===== src/rtl/ale_pkg.sv =====
// Shared constants and types for the array list engine.
// Used by ale_ctrl, ale_dp and array_list_engine; no dependencies.
package ale_pkg;

   localparam int ALE_DEPTH = 256;
   localparam int CAP_W     = 9;
   localparam int CW        = 13;   // compare width, holds any length up to 4096
   localparam int POS_W     = 8;
   localparam int WORD_W    = 32;
   localparam int ACT_W     = 4;
   localparam int ST_W      = 2;
   localparam int CNT_W     = 9;
   localparam int REQ_W     = 48;
   localparam int RSP_W     = 56;

   localparam logic [ACT_W-1:0] ACT_APPEND  = 4'd0;
   localparam logic [ACT_W-1:0] ACT_INSERT  = 4'd1;
   localparam logic [ACT_W-1:0] ACT_DELETE  = 4'd2;
   localparam logic [ACT_W-1:0] ACT_GET     = 4'd3;
   localparam logic [ACT_W-1:0] ACT_SET     = 4'd4;
   localparam logic [ACT_W-1:0] ACT_SEARCH  = 4'd5;
   localparam logic [ACT_W-1:0] ACT_STRANS  = 4'd6;
   localparam logic [ACT_W-1:0] ACT_SHEAD   = 4'd7;
   localparam logic [ACT_W-1:0] ACT_BSEARCH = 4'd8;
   localparam logic [ACT_W-1:0] ACT_SINSERT = 4'd9;

   localparam logic [ST_W-1:0] ST_OK      = 2'd0;
   localparam logic [ST_W-1:0] ST_FULL    = 2'd1;
   localparam logic [ST_W-1:0] ST_BAD_POS = 2'd2;
   localparam logic [ST_W-1:0] ST_MISS    = 2'd3;

   typedef enum logic [5:0] {
      S_IDLE  = 6'b000001,
      S_START = 6'b000010,
      S_READ  = 6'b000100,
      S_EVAL  = 6'b001000,
      S_SWAP  = 6'b010000,
      S_DONE  = 6'b100000
   } state_type;

   typedef struct packed {
      logic load;
      logic start;
      logic read;
      logic eval;
      logic swap;
      logic publish;
   } cmd_type;

   typedef struct packed {
      logic fin;
      logic go_swap;
   } sts_type;

endpackage


===== src/rtl/ale_ctrl.sv =====
// Sequencer for the array list engine: request intake, phase stepping,
// result register valid. Depends on ale_pkg.
module ale_ctrl import ale_pkg::*; (
   input  logic    clock,
   input  logic    reset,
   input  logic    req_tvalid,
   output logic    req_tready,
   output logic    rsp_tvalid,
   input  logic    rsp_tready,
   input  sts_type sts,
   output cmd_type cmd
);

   state_type state_ff, state_in;
   logic      rsp_valid_ff, rsp_valid_in;
   logic      slot_free;

   assign slot_free  = !rsp_valid_ff || rsp_tready;
   assign req_tready = (state_ff == S_IDLE);
   assign rsp_tvalid = rsp_valid_ff;

   always_comb begin
      cmd         = '0;
      cmd.load    = (state_ff == S_IDLE) && req_tvalid;
      cmd.start   = (state_ff == S_START);
      cmd.read    = (state_ff == S_READ);
      cmd.eval    = (state_ff == S_EVAL);
      cmd.swap    = (state_ff == S_SWAP);
      cmd.publish = (state_ff == S_DONE) && slot_free;
   end

   always_comb begin
      state_in = state_ff;
      case (state_ff)
         S_IDLE: begin
            if (req_tvalid) state_in = S_START;
         end
         S_START: begin
            state_in = sts.fin ? S_DONE : S_READ;
         end
         S_READ: begin
            state_in = S_EVAL;
         end
         S_EVAL: begin
            if (sts.fin)          state_in = S_DONE;
            else if (sts.go_swap) state_in = S_SWAP;
            else                  state_in = S_READ;
         end
         S_SWAP: begin
            state_in = S_DONE;
         end
         S_DONE: begin
            if (slot_free) state_in = S_IDLE;
         end
         default: begin
            state_in = S_IDLE;
         end
      endcase
   end

   always_comb begin
      if (cmd.publish)     rsp_valid_in = 1'b1;
      else if (rsp_tready) rsp_valid_in = 1'b0;
      else                 rsp_valid_in = rsp_valid_ff;
   end

   always_ff @(posedge clock) begin
      if (reset) begin
         state_ff     <= S_IDLE;
         rsp_valid_ff <= 1'b0;
      end else begin
         state_ff     <= state_in;
         rsp_valid_ff <= rsp_valid_in;
      end
   end

endmodule


===== config.mk =====
export PLATFORM = sky130hd
export DESIGN_NAME = ale_ctrl
export DESIGN_NICKNAME = d
export VERILOG_FILES = /design/src/rtl/ale_pkg.sv /design/src/rtl/ale_ctrl.sv
export SDC_FILE = /design/constraint.sdc
export NUM_CORES = 1
export LEC_CHECK = 0
export BUFFER_PORTS_ARGS = -buffer_cell sky130_fd_sc_hd__buf_2
export CORE_AREA = 2 2 39 41
export CTS_BUF_LIST = sky130_fd_sc_hd__clkbuf_8
export CTS_CLUSTER_DIAMETER = 80
export DETAILED_ROUTE_END_ITERATION = 6
export DIE_AREA = 0 0 41 43
export PLACE_DENSITY = 0.61
export RECOVER_POWER = 50
export SLEW_MARGIN = 20
export SYNTH_ARGS = -nofsm -noshare
export SYNTH_HDL_FRONTEND = slang
export SYNTH_SLANG_ARGS = --single-unit
export TNS_END_PERCENT = 20

===== constraint.sdc =====
create_clock -name clock -period 2.51 [get_ports clock]
set_input_delay 0.502 -clock clock [delete_from_list [all_inputs] [get_ports clock]]
set_output_delay 0.502 -clock clock [all_outputs]
set_load 0.01 [all_outputs]

=== Word level (Yosys, flattened, before mapping) ===
Cells that the tools add are included.

* Add/subtract/negate cells: 0
* Multipliers: 0
* Div/mod/pow operators: 0
* Magnitude comparators: 0
* Equality and inequality tests: 8
* Shift operators: 0
* Muxes and demuxes: 8
* Bitwise operators: 0
* Reductions and logical operators: 6

{| class="wikitable"
|+ Operators by type and width
! kind !! count
|-
| $pmux W6 S6 || 1
|-
| $mux W6 || 4
|-
| $eq A6 B1 Y1 const B || 1
|-
| $eq A6 B2 Y1 const B || 1
|-
| $eq A6 B3 Y1 const B || 1
|-
| $eq A6 B4 Y1 const B || 1
|-
| $eq A6 B5 Y1 const B || 1
|-
| $eq A6 B6 Y1 const B || 1
|-
| $mux W5 || 1
|-
| $ne A2 B2 Y1 const B || 2
|-
| $logic_and A1 B1 Y1 || 2
|-
| $mux W1 || 2
|-
| $reduce_and A2 Y1 || 1
|-
| $reduce_bool A2 Y1 || 1
|-
| $logic_not A1 Y1 || 1
|-
| $logic_or A1 B1 Y1 || 1
|}

* Register bits after elaboration: 7
* Latch bits: 0
* RAM bits: 0
* Memory bits (read-only): 0
* Input port bits: 6
* Output and inout bits: 8
* Logic and storage cells: 24
* Memories: 0

=== Logic depth before layout (Yosys ltp) ===
* Depth in word-level cells: 4
* Mapped depth: 5
* Mapped depth without buffers: 4

=== Least setup slack after synthesis ===
No wires, ideal clock.

* Path kind: reg2out
* From: register state_ff[2]
* To: output port cmd[5] in the netlist's numbering
* Arrival: 1325 ps
* Required time: 2008 ps
* Setup slack: 683 ps
* Cell stages (with the launch flop): 4
* Path buffers: 0
* Cells stage by stage: dfxtp_1 > or4_4 > nor3b_2 > and2_2

{| class="wikitable"
|+ RTL lines
! what !! line !! text
|-
| start, declared || ale_ctrl.sv:14 || <nowiki>state_type state_ff, state_in;</nowiki>
|-
| start signal, assigned || ale_ctrl.sv:72 || <nowiki>state_ff <= state_in;</nowiki>
|-
| end, declared || ale_ctrl.sv:11 || <nowiki>output cmd_type cmd</nowiki>
|}

==> flow_summary.ini <==
[cts]
clkTransAtPathRegs_ps = 40
htree_levels = 1
ctsResizeCount = 0
clock_latency_ps = 230
cts_tree = built
clk_path_buf_depth = 2
cts_root_buf = clkbuf_8
cts_setup_buffers = 0
cts_inserted_buffers = 3
cts_hold_buf = 0
clock-sinks = 7

[route]
wl_per_cell_um = 11.46
wl_um = 905
vias = 398
antenna_left = 0
vias_per_cell = 5.038
dr.pass1.iters = 2
drtIter0Drc = 2
drc_errors = 0

[run]
cap_viol_max_count = 0

[timing]
setup_total_negative_slack_ps = 0
tightest_slew_ps = 311.5
finalCritPeriodShare = 0.8455
rsz0062_at_grt = no
hold_viol_final = 0
period_needed_ps = 2122
finalClockSkew_ps = 1.576
setup_viol = 0
fmax_mhz = 471.2
slew_violations = 0
relSlewSlack = 0.7901

[min_path]
worstHoldEndpoint = state_ff[2]
min-delay-path-class = in -> reg
holdPathStages = 2
worstHoldStart = sts[1]

[setup_path]
cp-end-kind = output pin
max_stage_delay_ps = 540
cp_max_fo = 5
path_cells = or4_4 > nor3b_1 > and2_2 > buf_2
worst_path_max_delay_cell = or4_4
path_buf_inv = 1
r2r_cells = 4
critPathRequiredTime_ps = 2010
r2r-start = state_ff[2]
cp_top_family = simple AND/OR/NAND/NOR gates
startpoint = state_ff[2]
r2r_setup_slack_ps = 1080
arrival_ps = 1620
critical_path_class = reg -> out
start_kind = register
reg2reg_to = state_ff[1]

[synthesis]
yosys-top-cells-area = dfxtp_1, nor3b_2, nor2_1
ys_seq_area_frac = 0.3333
synth_cell_type_count = 27
ys_ff_latch = 7
synth.most_common_cell = dfxtp_1
netlist_area_sq_um = 420.4
synth_flop_cell = dfxtp_1
avgSynthCellArea_sq_um = 8.408
synth_area_leader_cell = dfxtp_1
syn_nets = 56
synthTopCellsByCount = dfxtp_1, nor2_1, inv_1, nand3_1, o21ai_0
yosysWarnings = 0
synth-edff-count = 0
synth_top_area_frac = 0.3333
ys_async_sr_fraction = 0
postSynthCellCount = 50

[die]
initial_utilization = 0.3038
die_x_um = 41
ios = 14
die_area_sq_um = 1763
die_h_um = 43
coreArea_sq_um = 1384
num_rows = 14

[placement]
gp_congestion = 0.7440
portBuffers = 13

[final_layout]
syn_to_final_growth_pct = 23.81
diodes = 0
drive_gt1_frac = 0.3016
nets = 70

[global_routing]
grt_overflow = 0
antenna_found_initial = 0
use_met2 = 0.2094
grt_busiest_layer = met2
grt_max_degree = 9
gr-usage-all-layers = 0.1295
grt_pass1_vias = 365
grt_pass1_wl_um = 1531
grtUsageMet1 = 0.1415
met3_usage = 0.03141

[outcome]
status = completed

[power_and_ir_drop]
power_density_nw_per_um2 = 628.9
irDropWorstVdd_uv = 215.7
total_power_uw = 327.4
leakage_nw = 0.2596
## cell type report
type | instances | area (sq um)
flip-flops and latches | 7 | 140.1
multi-input cells | 36 | 240.2
clock buffers | 3 | 41.29
repair buffers | 13 | 63.81
clock inverters | 1 | 3.754
well taps | 16 | 20.02
inverters | 3 | 11.26
fillers | 151 | 863.3
## metrics by stage
step	instances	cell area, sq um	util	worst slack, ps	hold slack (ps)
after floorplan	50	420.4	-	683.3	478.3
after global placement	75	481.7	0.3481	700.0	527.7
after detailed placement	75	481.7	0.3481	676.6	531.2
after CTS	79	526.8	0.3807	430.0	473.5
after global routing	79	520.5	0.3761	277.3	481.5
final	79	520.5	0.3761	387.9	474.4
## placed cells by master, fill, tap and decap left out, drive strengths merged
master | Yosys | layout
buf | 3 | 12
or4 | 1 | 1
nor3b | 3 | 3
nand2 | 1 | 1
dfxtp | 7 | 7
a21o | 1 | 1
and2 | 1 | 1
o211ai | 1 | 1
nor2b | 2 | 2
and4 | 1 | 1
nor2 | 5 | 5
nor3 | 3 | 3
a31oi | 2 | 2
nand2b | 1 | 1
o21ba | 1 | 1
clkbuf | 1 | 4
nor4b | 1 | 1
a21oi | 1 | 1
o21ai | 3 | 3
a41o | 1 | 1
nand3 | 3 | 3
inv | 3 | 4
and2b | 2 | 2
xor2 | 2 | 2
## report_power, final
part	internal [mW]	switching, mW	total (mW)
combinational	0.0236	0.0224	0.0459
sequential	0.116	0.00891	0.125
clock	0.106	0.0505	0.156
total	0.246	0.0818	0.327
## cells by family after synthesis
family,share of synthesized area
flops,0.3333
xor+xnor,0.04167
simple gates,0.3809
buf+inv,0.08330
compound gates,0.1607
## how the worst max path moves through the flow
stage	to	slack, ps	cells after the start
after detailed placement	cmd[5]	680	4
after global routing	cmd[5]	280	4
after global placement	cmd[5]	700	4
after CTS	cmd[5]	430	4
final	cmd[5]	390	4
after floorplan	cmd[5]	680	3
## per-layer routing
layer  routed length [um]  share of wire
met1                  374           0.41
met4                   25          0.028
met2                  473           0.52
met5                    0              0
met3                   33          0.036
## sequential cells by signal (all words and copies together), names as in the netlist
| signal | count |
|---|---|
| state_ff | 6 |
| rsp_tvalid | 1 |
Power figures use the tool's default switching activity.
